### src/hw/rtl/dptf_pkg.sv
// Disc player transport controller: shared types, codes and the transition table.
// No dependencies; imported by disc_player_transport_fsm and its testbench.
package dptf_pkg;

    localparam int unsigned PADDR_W   = 3;
    localparam int unsigned PDATA_W   = 32;
    localparam int unsigned TRACK_W   = 8;
    localparam logic [TRACK_W-1:0] MAX_TRACK_RST = 8'd100;
    localparam logic [TRACK_W-1:0] TRACK_FIRST   = 8'd1;
    localparam logic [TRACK_W-1:0] TRACK_NONE    = 8'd0;

    // config register indexes (paddr[2] selects the 32-bit word)
    localparam logic REG_MAX_TRACK = 1'b0;

    typedef enum logic [3:0] {
        MODE_OFF     = 4'd0,
        MODE_NO_DISC = 4'd1,
        MODE_LOAD    = 4'd2,
        MODE_EJECT   = 4'd3,
        MODE_STOP    = 4'd4,
        MODE_PLAY    = 4'd5,
        MODE_PAUSE   = 4'd6,
        MODE_PREV    = 4'd7,
        MODE_NEXT    = 4'd8
    } mode_t;

    typedef enum logic [3:0] {
        EV_PWR_ON     = 4'd0,
        EV_PWR_OFF    = 4'd1,
        EV_LOAD_EJECT = 4'd2,
        EV_WAIT_DONE  = 4'd3,
        EV_PLAY_PAUSE = 4'd4,
        EV_PREV_PRESS = 4'd5,
        EV_NEXT_PRESS = 4'd6,
        EV_FAST_TICK  = 4'd7,
        EV_RELEASE    = 4'd8
    } event_t;

    typedef enum logic [2:0] {
        DISP_NO_DISC  = 3'd0,
        DISP_STOP     = 3'd1,
        DISP_LOADING  = 3'd2,
        DISP_EJECTING = 3'd3,
        DISP_PLAY     = 3'd4,
        DISP_PAUSE    = 3'd5,
        DISP_PREVIOUS = 3'd6,
        DISP_NEXT     = 3'd7
    } disp_t;

    typedef enum logic {
        ACK_PWR_ON  = 1'b0,
        ACK_PWR_OFF = 1'b1
    } ack_t;

    typedef enum logic [3:0] {
        ACT_NOP,
        ACT_PON,
        ACT_POFF,
        ACT_NODISC,
        ACT_LOAD,
        ACT_EJECT,
        ACT_STOP,
        ACT_EJDONE,
        ACT_PLAY,
        ACT_PAUSE,
        ACT_PREV,
        ACT_NEXT,
        ACT_FPREV,
        ACT_FNEXT,
        ACT_FON,
        ACT_FOFF
    } action_t;

    typedef struct packed {
        logic                power_ack_valid;
        ack_t                power_ack_code;
        logic                display_valid;
        disp_t               display_code;
        logic [TRACK_W-1:0]  display_track;
        logic                wait_timer_start;
        logic                wait_timer_stop;
        logic                fast_timer_start;
        logic                fast_timer_stop;
        mode_t               mode_now;
        logic                disc_flag;
        logic [TRACK_W-1:0]  track_now;
    } result_t;

    // Mode after an event; unknown event codes leave the mode alone.
    function automatic mode_t next_mode_f(input logic [3:0] ev, input mode_t cur);
        mode_t nm;
        nm = cur;
        case (ev)
            EV_PWR_ON:
            begin
                if (cur == MODE_OFF)
                begin
                    nm = MODE_NO_DISC;
                end
            end
            EV_PWR_OFF:
            begin
                nm = MODE_OFF;
            end
            EV_LOAD_EJECT:
            begin
                case (cur) inside
                    MODE_OFF, MODE_LOAD:           nm = cur;
                    MODE_NO_DISC:                  nm = MODE_LOAD;
                    default:                       nm = MODE_EJECT;
                endcase
            end
            EV_WAIT_DONE:
            begin
                case (cur) inside
                    MODE_LOAD:                     nm = MODE_STOP;
                    MODE_EJECT:                    nm = MODE_NO_DISC;
                    default:                       nm = cur;
                endcase
            end
            EV_PLAY_PAUSE:
            begin
                case (cur) inside
                    MODE_STOP, MODE_PAUSE:         nm = MODE_PLAY;
                    MODE_PLAY:                     nm = MODE_PAUSE;
                    default:                       nm = cur;
                endcase
            end
            EV_PREV_PRESS:
            begin
                case (cur) inside
                    MODE_STOP, MODE_PLAY, MODE_PREV, MODE_NEXT: nm = MODE_PREV;
                    default:                                    nm = cur;
                endcase
            end
            EV_NEXT_PRESS:
            begin
                case (cur) inside
                    MODE_STOP, MODE_PLAY, MODE_PREV, MODE_NEXT: nm = MODE_NEXT;
                    default:                                    nm = cur;
                endcase
            end
            EV_RELEASE:
            begin
                case (cur) inside
                    MODE_PREV, MODE_NEXT:          nm = MODE_STOP;
                    default:                       nm = cur;
                endcase
            end
            default:
            begin
                nm = cur;
            end
        endcase
        return nm;
    endfunction

    // Action taken for an event in a given mode.
    function automatic action_t action_f(input logic [3:0] ev, input mode_t cur);
        action_t act;
        act = ACT_NOP;
        case (ev)
            EV_PWR_ON:
            begin
                if (cur == MODE_OFF)
                begin
                    act = ACT_PON;
                end
            end
            EV_PWR_OFF:
            begin
                act = ACT_POFF;
            end
            EV_LOAD_EJECT:
            begin
                case (cur) inside
                    MODE_NO_DISC:                  act = ACT_LOAD;
                    [MODE_STOP:MODE_NEXT]:         act = ACT_EJECT;
                    default:                       act = ACT_NOP;
                endcase
            end
            EV_WAIT_DONE:
            begin
                case (cur) inside
                    MODE_LOAD:                     act = ACT_STOP;
                    MODE_EJECT:                    act = ACT_EJDONE;
                    default:                       act = ACT_NOP;
                endcase
            end
            EV_PLAY_PAUSE:
            begin
                case (cur) inside
                    MODE_NO_DISC:                  act = ACT_NODISC;
                    MODE_STOP, MODE_PAUSE:         act = ACT_PLAY;
                    MODE_PLAY:                     act = ACT_PAUSE;
                    default:                       act = ACT_NOP;
                endcase
            end
            EV_PREV_PRESS:
            begin
                case (cur) inside
                    MODE_NO_DISC:                                act = ACT_NODISC;
                    MODE_PAUSE:                                  act = ACT_FON;
                    MODE_STOP, MODE_PLAY, MODE_PREV, MODE_NEXT:  act = ACT_PREV;
                    default:                                     act = ACT_NOP;
                endcase
            end
            EV_NEXT_PRESS:
            begin
                case (cur) inside
                    MODE_NO_DISC:                                act = ACT_NODISC;
                    MODE_PAUSE:                                  act = ACT_FON;
                    MODE_STOP, MODE_PLAY, MODE_PREV, MODE_NEXT:  act = ACT_NEXT;
                    default:                                     act = ACT_NOP;
                endcase
            end
            EV_FAST_TICK:
            begin
                case (cur) inside
                    MODE_PAUSE, MODE_PREV:         act = ACT_FPREV;
                    MODE_NEXT:                     act = ACT_FNEXT;
                    default:                       act = ACT_NOP;
                endcase
            end
            EV_RELEASE:
            begin
                case (cur) inside
                    [MODE_STOP:MODE_NEXT]:         act = ACT_FOFF;
                    default:                       act = ACT_NOP;
                endcase
            end
            default:
            begin
                act = ACT_NOP;
            end
        endcase
        return act;
    endfunction

endpackage

### src/hw/rtl/disc_player_transport_fsm.sv
// Disc player transport controller top level: event register, table-driven
// transport mode update and result register. Depends on dptf_pkg.
//
// Pipeline: event register, then result register; throughput is one item per
//   cycle while out_stall is low, set by the single table lookup plus track
//   step that sits between the two registers.
// Reset (rst_n low, async): mode off, no disc, track 1, seek backward,
//   max_track 100, both register stages empty.
module disc_player_transport_fsm
(
    input  logic                          clk,
    input  logic                          rst_n,

    // APB-style config port
    input  logic                          psel,
    input  logic                          penable,
    input  logic                          pwrite,
    input  logic [dptf_pkg::PADDR_W-1:0]  paddr,
    input  logic [dptf_pkg::PDATA_W-1:0]  pwdata,
    output logic [dptf_pkg::PDATA_W-1:0]  prdata,
    output logic                          pready,

    // event item channel
    input  logic                          in_valid,
    output logic                          in_stall,
    input  logic [3:0]                    event_req,

    // result item channel
    output logic                          out_valid,
    input  logic                          out_stall,
    output logic                          power_ack_valid,
    output logic                          power_ack_code,
    output logic                          display_valid,
    output logic [2:0]                    display_code,
    output logic [dptf_pkg::TRACK_W-1:0]  display_track,
    output logic                          wait_timer_start,
    output logic                          wait_timer_stop,
    output logic                          fast_timer_start,
    output logic                          fast_timer_stop,
    output logic [3:0]                    mode_now,
    output logic                          disc_flag,
    output logic [dptf_pkg::TRACK_W-1:0]  track_now
);
    import dptf_pkg::*;

    // ---------------------------------------------------------------
    // Config register
    // ---------------------------------------------------------------
    logic [TRACK_W-1:0] max_track_reg;
    logic               cfg_wr;

    assign pready = 1'b1;
    // Low address bits are byte lanes; paddr[2] picks the register word.
    assign cfg_wr = psel && penable && pwrite && (paddr[2] == REG_MAX_TRACK);

    always_ff @(posedge clk or negedge rst_n)
    begin
        if (!rst_n)
        begin
            max_track_reg <= MAX_TRACK_RST;
        end
        else if (cfg_wr)
        begin
            max_track_reg <= pwdata[TRACK_W-1:0];
        end
    end

    always_comb
    begin
        prdata = '0;
        if (paddr[2] == REG_MAX_TRACK)
        begin
            prdata[TRACK_W-1:0] = max_track_reg;
        end
    end

    // ---------------------------------------------------------------
    // Handshake: event register feeds the result register; the event
    // stage moves forward whenever the result register is empty or
    // being drained this cycle.
    // ---------------------------------------------------------------
    logic        ev_valid_reg;
    logic        ev_valid_next;
    logic [3:0]  ev_reg;
    logic        out_valid_reg;
    logic        out_valid_next;
    logic        advance;
    logic        in_accept;

    assign advance   = ev_valid_reg && (!out_valid_reg || !out_stall);
    assign in_stall  = ev_valid_reg && !advance;
    assign in_accept = in_valid && !in_stall;

    always_comb
    begin
        ev_valid_next = ev_valid_reg;
        if (in_accept)
        begin
            ev_valid_next = 1'b1;
        end
        else if (advance)
        begin
            ev_valid_next = 1'b0;
        end
    end

    always_comb
    begin
        out_valid_next = out_valid_reg;
        if (advance)
        begin
            out_valid_next = 1'b1;
        end
        else if (!out_stall)
        begin
            out_valid_next = 1'b0;
        end
    end

    always_ff @(posedge clk or negedge rst_n)
    begin
        if (!rst_n)
        begin
            ev_valid_reg  <= 1'b0;
            out_valid_reg <= 1'b0;
        end
        else
        begin
            ev_valid_reg  <= ev_valid_next;
            out_valid_reg <= out_valid_next;
        end
    end

    // event payload, no reset needed
    always_ff @(posedge clk)
    begin
        if (in_accept)
        begin
            ev_reg <= event_req;
        end
    end

    // ---------------------------------------------------------------
    // Transport state
    // ---------------------------------------------------------------
    mode_t              mode_reg,  mode_next;
    logic               disc_reg,  disc_next;
    logic [TRACK_W-1:0] track_reg, track_next;
    logic               seek_fwd_reg, seek_fwd_next;
    action_t            act;
    result_t            result_reg, result_next;

    // zero max_track behaves as one
    logic [TRACK_W-1:0] top_track;
    logic [TRACK_W-1:0] track_dn;
    logic [TRACK_W-1:0] track_up;

    assign top_track = (max_track_reg == '0) ? TRACK_FIRST : max_track_reg;
    assign track_dn  = (track_reg <= TRACK_FIRST) ? top_track : (track_reg - TRACK_FIRST);
    assign track_up  = (track_reg >= top_track) ? TRACK_FIRST : (track_reg + TRACK_FIRST);

    assign act = action_f(ev_reg, mode_reg);

    // next mode
    always_comb
    begin
        mode_next = next_mode_f(ev_reg, mode_reg);
    end

    // actions and result fields
    always_comb
    begin
        result_next   = '0;
        disc_next     = disc_reg;
        track_next    = track_reg;
        seek_fwd_next = seek_fwd_reg;

        // direction latch runs in any mode
        if (ev_reg == EV_PREV_PRESS)
        begin
            seek_fwd_next = 1'b0;
        end
        else if (ev_reg == EV_NEXT_PRESS)
        begin
            seek_fwd_next = 1'b1;
        end

        case (act)
            ACT_PON:
            begin
                result_next.power_ack_valid = 1'b1;
                result_next.power_ack_code  = ACK_PWR_ON;
                result_next.display_valid   = 1'b1;
                result_next.display_code    = disc_reg ? DISP_STOP : DISP_NO_DISC;
                result_next.display_track   = track_reg;
            end
            ACT_POFF:
            begin
                result_next.power_ack_valid = 1'b1;
                result_next.power_ack_code  = ACK_PWR_OFF;
                result_next.wait_timer_stop = 1'b1;
                result_next.fast_timer_stop = 1'b1;
            end
            ACT_NODISC, ACT_EJDONE:
            begin
                if (act == ACT_EJDONE)
                begin
                    disc_next = 1'b0;
                end
                result_next.display_valid = 1'b1;
                result_next.display_code  = DISP_NO_DISC;
            end
            ACT_LOAD:
            begin
                disc_next = 1'b1;
                result_next.display_valid    = 1'b1;
                result_next.display_code     = DISP_LOADING;
                result_next.wait_timer_start = 1'b1;
            end
            ACT_EJECT:
            begin
                result_next.display_valid    = 1'b1;
                result_next.display_code     = DISP_EJECTING;
                result_next.wait_timer_start = 1'b1;
            end
            ACT_STOP:
            begin
                disc_next = 1'b1;
                result_next.display_valid = 1'b1;
                result_next.display_code  = DISP_STOP;
                result_next.display_track = track_reg;
            end
            ACT_PLAY, ACT_PAUSE:
            begin
                result_next.display_valid = 1'b1;
                if (disc_reg)
                begin
                    result_next.display_code  = (act == ACT_PLAY) ? DISP_PLAY : DISP_PAUSE;
                    result_next.display_track = track_reg;
                end
            end
            ACT_PREV:
            begin
                result_next.display_valid = 1'b1;
                if (disc_reg)
                begin
                    track_next = track_dn;
                    result_next.display_code  = DISP_PREVIOUS;
                    result_next.display_track = track_dn;
                end
            end
            ACT_NEXT:
            begin
                result_next.display_valid = 1'b1;
                if (disc_reg)
                begin
                    track_next = track_up;
                    result_next.display_code  = DISP_NEXT;
                    result_next.display_track = track_up;
                end
            end
            ACT_FPREV:
            begin
                if (disc_reg)
                begin
                    if (!seek_fwd_reg)
                    begin
                        track_next = track_dn;
                    end
                    result_next.display_valid = 1'b1;
                    result_next.display_code  = DISP_PREVIOUS;
                    result_next.display_track = track_next;
                end
            end
            ACT_FNEXT:
            begin
                if (disc_reg)
                begin
                    if (seek_fwd_reg)
                    begin
                        track_next = track_up;
                    end
                    result_next.display_valid = 1'b1;
                    result_next.display_code  = DISP_NEXT;
                    result_next.display_track = track_next;
                end
            end
            ACT_FON:
            begin
                result_next.fast_timer_start = 1'b1;
            end
            ACT_FOFF:
            begin
                result_next.fast_timer_stop = 1'b1;
            end
            default:
            begin
            end
        endcase

        result_next.mode_now  = mode_next;
        result_next.disc_flag = disc_next;
        result_next.track_now = track_next;
    end

    // state moves only when an item leaves the event stage
    always_ff @(posedge clk or negedge rst_n)
    begin
        if (!rst_n)
        begin
            mode_reg     <= MODE_OFF;
            disc_reg     <= 1'b0;
            track_reg    <= TRACK_FIRST;
            seek_fwd_reg <= 1'b0;
        end
        else if (advance)
        begin
            mode_reg     <= mode_next;
            disc_reg     <= disc_next;
            track_reg    <= track_next;
            seek_fwd_reg <= seek_fwd_next;
        end
    end

    always_ff @(posedge clk)
    begin
        if (advance)
        begin
            result_reg <= result_next;
        end
    end

    // ---------------------------------------------------------------
    // Output ports
    // ---------------------------------------------------------------
    assign out_valid        = out_valid_reg;
    assign power_ack_valid  = result_reg.power_ack_valid;
    assign power_ack_code   = result_reg.power_ack_code;
    assign display_valid    = result_reg.display_valid;
    assign display_code     = result_reg.display_code;
    assign display_track    = result_reg.display_track;
    assign wait_timer_start = result_reg.wait_timer_start;
    assign wait_timer_stop  = result_reg.wait_timer_stop;
    assign fast_timer_start = result_reg.fast_timer_start;
    assign fast_timer_stop  = result_reg.fast_timer_stop;
    assign mode_now         = result_reg.mode_now;
    assign disc_flag        = result_reg.disc_flag;
    assign track_now        = result_reg.track_now;

endmodule

### config.mk
export PLATFORM = sky130hd
export DESIGN_NAME = disc_player_transport_fsm
export DESIGN_NICKNAME = d
export VERILOG_FILES = /design/src/hw/rtl/dptf_pkg.sv /design/src/hw/rtl/disc_player_transport_fsm.sv
export SDC_FILE = /design/constraint.sdc
export NUM_CORES = 1
export LEC_CHECK = 0
export BUFFER_PORTS_ARGS = -buffer_cell sky130_fd_sc_hd__buf_2
export CORE_MARGIN = 2
export CORE_UTILIZATION = 27
export CTS_CLUSTER_SIZE = 28
export DETAILED_ROUTE_END_ITERATION = 16
export SLEW_MARGIN = 15
export SYNTH_ARGS = -nofsm -noshare
export SYNTH_HDL_FRONTEND = slang
export SYNTH_SLANG_ARGS = --single-unit
### constraint.sdc
create_clock -name clk -period 4 [get_ports clk]
set_input_delay 0.8 -clock clk [delete_from_list [all_inputs] [get_ports clk]]
set_output_delay 0.8 -clock clk [all_outputs]
set_load 0.01 [all_outputs]
After elaboration in Yosys (flattened, before gate mapping)

Index checks and enable logic that the tools add are counted.

Logic and storage cells: 150
Flip-flop bits (word level): 59
Input bits: 46
Output and inout bits: 66

$lt $le $gt $ge: 4
Add/subtract/negate cells: 2
Reduce and logical (&&, ||, !) cells: 29
Equal/unequal tests: 32
Bitwise operators: 1
Multiplexer cells: 62

Operators with widths:

| kind                                                                                 | number |
|---|---|
| 4-bit 2-to-1 mux                                                                     | 23 |
| 8-bit 2-to-1 mux                                                                     | 10 |
| 4-bit by 3-bit equality test with 1-bit output (second input constant)               | 12 |
| 8-bit one-hot mux with 6 select lines                                                | 1 |
| 4-bit equality test (second input constant)                                          | 10 |
| 4-bit one-hot mux with 10 select lines                                               | 1 |
| 4-bit one-hot mux with 9 select lines                                                | 1 |
| 11-bit 2-to-1 mux                                                                    | 3 |
| 4-bit one-hot mux with 8 select lines                                                | 1 |
| 8-bit one-hot mux with 4 select lines                                                | 1 |
| 4-bit by 2-bit equality test with 1-bit output (second input constant)               | 6 |
| 12-bit 2-to-1 mux                                                                    | 2 |
| 2-bit OR reduction                                                                   | 10 |
| 1-bit 2-to-1 mux                                                                     | 15 |
| 4-bit by 1-bit equality test with 1-bit output (second input constant)               | 3 |
| 8-bit by 1-bit adder with 8-bit output (second input constant)                       | 1 |
| 8-bit greater-or-equal comparator                                                    | 1 |
| 8-bit by 1-bit <= comparator with 1-bit output (second input constant)               | 1 |
| 4-bit logical NOT                                                                    | 2 |
| 8-bit logical NOT                                                                    | 1 |
| 8-bit by 1-bit subtractor with 8-bit output (second input constant)                  | 1 |
| 1-bit logical AND                                                                    | 7 |
| 3-bit 2-to-1 mux                                                                     | 2 |
| 4-bit by 3-bit greater-or-equal comparator with 1-bit output (second input constant) | 1 |
| other kinds (10)                                                                     | 14 |

Depth between registers and ports, before layout

Gate-level depths: netlist (run 1).

Depth after elaboration: 10
Depth in mapped cells: 11
Gate-level depth less buffers: 9

Least setup slack after synthesis (run 1)

Ideal clock, no wire load.

Path type: flip-flop to flip-flop
Start point: register track_reg[0]
End point: register result_reg (netlist bit display_track[5]) (data pin)
Stages on the path, launching flop included: 12
Data required time: 3.731 ns
Arrival time: 2.630 ns
Setup slack: 1.101 ns
Library setup time: 0.269 ns
Buffers on the path: 3
Clock period less this slack: 2.899 ns
Path through: dfstp_2 > clkbuf_1 > inv_1 > ha_1 > clkbuf_1 > or2_2 > nand3_1 > clkbuf_1 > a21oi_1 > o211a_1 > o31ai_1 > nand3_1

RTL lines:

| element                | RTL line                         | text |
|---|---|---|
| from (decl)            | disc_player_transport_fsm.sv:148 | `logic [TRACK_W-1:0] track_reg, track_next;` |
| from (signal assigned) | disc_player_transport_fsm.sv:320 | `track_reg <= track_next;` |
| to (signal assigned)   | disc_player_transport_fsm.sv:329 | `result_reg <= result_next;` |
| to (decl)              | disc_player_transport_fsm.sv:151 | `result_t result_reg, result_next;` |

==> metrics.md, run 1 <==
| Metric | Value |
|---|---|
| Post-CTS Repair Setup Buffers | `0` |
| Initial antenna violation count | `0` |
| Final hold viol count | `0` |
| Post-synth ARST share | `0.414` |
| Post-CTS sizing | `0` |
| Layout cells sized above 1 | `0.216` |
| Chip Height | `130 µm` |
| Post-route clock period utilization | `0.782` |
| Final min period | `roughly 3.1 ns` |
| Hold/Removal Path Class | `in2async` |
| Outcome | `finished clean` |
| H-tree depth | `3` |
| Starting DRC count in detailed routing | `288` |
| GRT overflow | `0` |
| Register area share after synthesis | `0.379` |
| I/O pin cnt | `about 110` |
| Synth top area share | `0.238` |
| Critical Path AT | `between 3 and 4 ns` |
| Synthesized area | `4290 µm²` |
| Pin count of the biggest net entering global routing | `25` |
| Critical path type | `reg2reg` |
| WL final | `11.6 mm` |
| Synth area leaders | `edfxtp_1 24%, dfrtp_1 12%, buf_4 4.5%` |
| Max Freq | `0.320 GHz` |
| Cell variety after synth | `75` |
| Final TNS setup | `0 ns` |
| Clock Skew | `0.00972 ns` |
| CP startpoint kind | `register` |
| Critical Path End Type | `register` |
| Syn avg cell area | `between 8 and 9 µm²` |
| Final std cells w/o fill | `748` |
| Global Route Usage Sum | `0.139` |
| Worst Path Max Fanout | `21` |
| Worst r2r src | `ev_reg[1]$_DFFE_PP_` |
| # hold bufs at CTS | `0` |
| First-pass GRT wire length | `18.2 mm` |
| IO buf count | `60` |
| Max Root-Sink Buffers | `2` |
| Clk sink count | `58` |
| Worst Setup SP | `ev_reg[1]$_DFFE_PP_` |
| Clock root cell | `clkbuf_16` |
| Worst-path clk slew | `0.05 ns` |
| Maxcap violations | `0` |
| Seq cells post-synth | `between 50 and 60` |
| RSZ-0062 raised after global routing | `false` |
| Top_reg_cell synth | `edfxtp_1` |
| Most frequent cell after synthesis | `nand2_1` |
| Antenna cells | `0` |
| GPL Wtd Cong | `0.873` |
| Die Span X | `130 µm` |
| Setup Viol. Count Final | `0` |
| Area growth from synthesis to layout | `15.4%` |
| Final Max Tran Viols | `0` |
| Cells after synthesis | `482` |
| CTS tree | `done` |
| Worst relative slew slack | `0.374` |
| DRC Markers | `0` |
| Cells after DPL | `731` |
| Drt via density | `roughly 5.1` |
| Clk_lat worst skew | `0.34 ns` |
| Req. time, crit path | `around 4.2 ns` |
| Post-DRT Antenna Nets | `0` |
| Syn. warnings | `0` |
| Core area | `15700 µm²` |
| Worst Tran Pin Value | `0.931 ns` |
| Reg2reg path depth | `6` |
| CTS buffer count | `9` |
| Row count | `46` |
| Number of synthesized flops with an enable pin | `34` |
| Total Die Area | `16900 µm²` |
| Cell taking the most area after synthesis | `edfxtp_1` |
| Number of detailed-routing iterations run before antenna repair | `5` |
| Vias | `3849` |
| Final net count | `roughly 600` |
| Detailed-route wire length per cell | `15.5 µm` |
| IR Drop Worst-Case VDD | `198 µV` |
| Power Density | `approximately 520 nW/µm²` |
| Vias in the first global route | `about 3500` |
| Total power | `2.60 mW` |
| Detailed placement HPWL | `8.64 mm` |
| Pleak | `1.99 nW` |
| Commonest cells in the synthesized netlist | `39 x nand2_1, 34 x edfxtp_1, 34 x nor2_1` |
| Initial Utilization | `0.273` |
[where the power goes]
group / internal, mW / switching [mW]
clock: 0.431 / 0.269
combinational: 0.379 / 0.588
sequential: 0.759 / 0.174
total: 1.57 / 1.03
[final cells by class]
class                   count  area (µm²)
clock buffers              11         243
clock inverters             5        30.0
fillers                  1656       10800
inverters                  22        82.6
multi-input cells         369        2350
flip-flops and latches     58        1630
well taps                 216         270
repair buffers             67         353
[path summary, 6_finish.rpt]
| kind | endpoint | slack, ns |
|---|---|---|
| setup / recovery | display_track[2]$_DFFE_PP_ | 0.87 |
| hold / removal | mode_reg[0]$_DFFE_PN0P_ | 0.48 |
| setup reg to reg | display_track[2]$_DFFE_PP_ | 0.87 |
| hold reg to reg | out_valid$_DFFE_PN0P_ | 0.50 |
| max in group asynchronous | track_reg[2]$_DFFE_PN0P_ | 3.09 |
| min in group clk | out_valid$_DFFE_PN0P_ | 0.50 |
[through the flow]
step | worst slack (ns) | hold slack (ns) | util | cell area (µm²)
finish | 0.872 | 0.484 | 0.315 | 4950
global route | 0.771 | 0.533 | 0.315 | 4950
CTS | 0.922 | 0.509 | 0.315 | 4950
detailed placement | 0.938 | 0.503 | 0.297 | 4670
global placement | 0.967 | 0.476 | 0.297 | 4670
floorplan | 1.10 | 0.457 | - | 4380
[worst max-delay path: stages, from the launching register on]
cell	delay, ns
edfxtp_1	0.77
or4b_4	0.58
a2111oi_4	0.50
a21oi_2	0.13
a211oi_2	0.51
or2_1	0.30
a22o_1	0.19
[layer usage]
| metal | share of wire | global-route usage |
|---|---|---|
| met3 | 0.084 | 0.0291 |
| met2 | 0.45 | 0.214 |
| met5 | 0 | 0 |
| met1 | 0.44 | 0.188 |
| met4 | 0.022 | 0.0607 |
[kinds of logic (layout without fill, tap and decap cells)]
family | Yosys count | after routing | synth area share
AND/OR/NAND/NOR | 179 | 179 | 0.229
AO/OA/AOI/OAI | 132 | 132 | 0.211
buffers and inverters | 78 | 105 | 0.0939
flip-flops | 58 | 58 | 0.379
multiplexers | 15 | 15 | 0.0391
adder cells (fa/ha/maj) | 11 | 11 | 0.0321
XOR/XNOR | 7 | 7 | 0.0143
other | 2 | 25 | 0.00175
[cells in the final DEF (no fill, tap or decap), types with 6 or more instances in the layout]
| cell type | count |
|---|---|
| buf_2 | 60 |
| nand2_1 | 39 |
| nor2_1 | 34 |
| edfxtp_1 | 34 |
| o21ai_0 | 32 |
| conb_1 | 25 |
| a21oi_1 | 22 |
| inv_1 | 21 |
| dfrtp_1 | 20 |
| nand3_1 | 15 |
| nor3_1 | 15 |
| mux2_2 | 14 |
| ha_1 | 11 |
| nand2b_1 | 9 |
| a31oi_1 | 9 |
| clkbuf_16 | 9 |
| nor4_1 | 7 |
| nor2b_1 | 7 |
| or3_1 | 7 |
| a211oi_1 | 7 |
| xnor2_1 | 6 |
| o22ai_1 | 6 |
| nand4_1 | 6 |
| buf_4 | 6 |
Power figures use the tool's default switching activity.
==> run 2, diff against run 1 <==
- clock period: 4 -> 3 ns (I/O delays scaled with it)
==> metrics.md, run 2 (synthesized netlist as in run 1, its figures left out) <==
| Metric | Value |
|---|---|
| Outcome | `finished clean` |
| Crit-path max cell delay | `0.56 ns` |
| Worst Path Max Fanout | `6` |
| Clk sink count | `58` |
| Clock Skew | `between 0.006 and 0.007 ns` |
| Smallest setup slack after layout | `0.118 ns` |
| GPL Wtd Cong | `a little under 0.9` |
| Worst Tran Pin Value | `~0.66 ns` |
| Fillcell total | `1643` |
| Post-route clock period utilization | `0.961` |
| Setup Viol. Count Final | `0` |
| CP max-delay cell | `dfstp_2` |
| Core area | `roughly 16000 µm²` |
| Final TNS setup | `0 ns` |
| Chip Height | `around 130 µm` |
| Final std cells w/o fill | `776` |
| Post-CTS Repair Setup Buffers | `0` |
| Most common cell after layout, fill and taps aside | `buf_2` |
| Max Freq | `roughly 0.35 GHz` |
| Worst r2r src | `max_track_reg[5]$_DFFE_PN1P_` |
| Detailed-route wire length per cell | `approximately 15 µm` |
| RSZ-0062 raised after global routing | `false` |
| Initial Utilization | `0.273` |
| CP Cell Sequence | `nor4_1 -> a41o_1 -> ha_1 -> nand2b_1 -> a31oi_1 -> o21ai_1 -> o22ai_1 -> a221oi_1 -> o21ai_0` |
| Clock root cell | `clkbuf_16` |
| Antenna cells | `0` |
| Max Root-Sink Buffers | `2` |
| IO buf count | `60` |
| Die Span X | `approximately 130 µm` |
| IR Drop Worst-Case VDD | `289 µV` |
| Worst relative slew slack | `0.558` |
| Drt via density | `4.96` |
| Initial antenna violation count | `0` |
| Worst-path clk slew | `around 0.050 ns` |
| Number of detailed-routing iterations run before antenna repair | `4` |
| Most frequent cells in the layout | `60 x buf_2, 39 x nand2_1, 35 x buf_4, 34 x nor2_1, 34 x edfxtp_1` |
| Row count | `46` |
| DRC Markers | `0` |
| Layout cells sized above 1 | `0.259` |
| Final min period | `just under 3 ns` |
| Hold/Removal Path Class | `in2async` |
| Power Density | `725 nW/µm²` |
| Area growth from synthesis to layout | `21.7%` |
| Post-DRT Antenna Nets | `0` |
| Critical path type | `reg2reg` |
| CTS tree | `done` |
| H-tree depth | `3` |
| Global Route Usage Sum | `0.141` |
| Critical Path AT | `2.95 ns` |
| Pleak | `~2.2 nW` |
| GRT overflow | `0` |
| Vias | `3848` |
| Cells after DPL | `760` |
| Total Die Area | `between 15000 and 20000 µm²` |
| Final hold viol count | `0` |
| R2r setup slk | `0.12 ns` |
| WL final | `12.0 mm` |
| Vias in the first global route | `roughly 3500` |
| Pin count of the biggest net entering global routing | `25` |
| Total power | `3.79 mW` |
| CTS buffer count | `9` |
| Clk_lat worst skew | `approximately 0.34 ns` |
| Worst Setup SP | `max_track_reg[5]$_DFFE_PN1P_` |
| Final Max Tran Viols | `0` |
| Critical Path End Type | `register` |
| Final net count | `612` |
| Req. time, crit path | `about 3 ns` |
| First-pass GRT wire length | `18.6 mm` |
| Setup WS pre-CTS | `0.180 ns` |
| Maxcap violations | `0` |
| Detailed placement HPWL | `9.09 mm` |
| I/O pin cnt | `between 100 and 150` |
| Starting DRC count in detailed routing | `289` |
| CP startpoint kind | `register` |
-- run 2: cell count changes in the layout (fill, tap and decap cells not counted) --
cell / change
nor4b_2: +1
clkinv_2: -1
nor3_1: -1
nor3_2: +1
clkinvlp_4: -1
buf_4: +29
clkbuf_4: -1
nor4b_1: -1
bufinv_16: +2
-- run 2: final timing paths --
kind,endpoint,cells after the start
max in group asynchronous,track_reg[2]$_DFFE_PN0P_,1
min in group clk,ev_reg[0]$_DFFE_PP_,1
max,track_now[4]$_DFFE_PP_,9
min reg2reg,out_valid$_DFFE_PN0P_,1
max reg2reg,track_now[4]$_DFFE_PP_,9
min,mode_reg[1]$_DFFE_PN0P_,1
-- run 2: cell type report --
class | instances | area, µm² | share of cell area
Inverter | 22 | 82.6 | 0.0158
Multi-Input combinational cell | 369 | 2360 | 0.452
Timing Repair Buffer | 95 | 563 | 0.108
Sequential cell | 58 | 1630 | 0.311
Clock inverter | 5 | 77.6 | 0.0149
Tap cell | 216 | 270 | 0.0517
Clock buffer | 11 | 243 | 0.0465
-- run 2: timing repair --
| action | in CTS | in global routing |
|---|---|---|
| hold buffers | 0 | 0 |
| resized for setup | 0 | 2 |
| hold endpoints to repair | 0 | 0 |
| setup endpoints to repair | 0 | 1 |
-- run 2: power by group --
| part | switching (mW) | leakage [nW] | internal (mW) | total [mW] |
|---|---|---|---|---|
| Sequential | 0.124 | 0.616 | 1.01 | 1.14 |
| Combinational | 0.920 | 1.39 | 0.613 | 1.53 |
| Clock | 0.372 | 0.156 | 0.746 | 1.12 |
| Total | 1.42 | 2.16 | 2.37 | 3.79 |
-- run 2: routing by layer --
layer,GRT usage,up-vias,part of all wire
li1,-,1884,-
met1,0.193,1809,0.46
met2,0.217,138,0.45
met3,0.0349,17,0.069
met4,0.0506,0,0.021
met5,0,-,0
-- run 2: metrics by stage --
stage                     instance area [µm²]   util  hold slack [ns]
after floorplan                          4380      -            0.304
after global placement                   4890  0.311            0.476
after detailed placement                 4890  0.311            0.495
after CTS                                5210  0.332            0.308
after global routing                     5220  0.332            0.325
final                                    5220  0.332            0.294
-- run 2: critical path, delay by kind of cell, from the launching register on --
family | cells | cell delay [ns]
AO/OA/AOI/OAI | 6 | 1.62
adder cells (fa/ha/maj) | 1 | 0.27
flip-flops | 1 | 0.56
AND/OR/NAND/NOR | 2 | 0.16
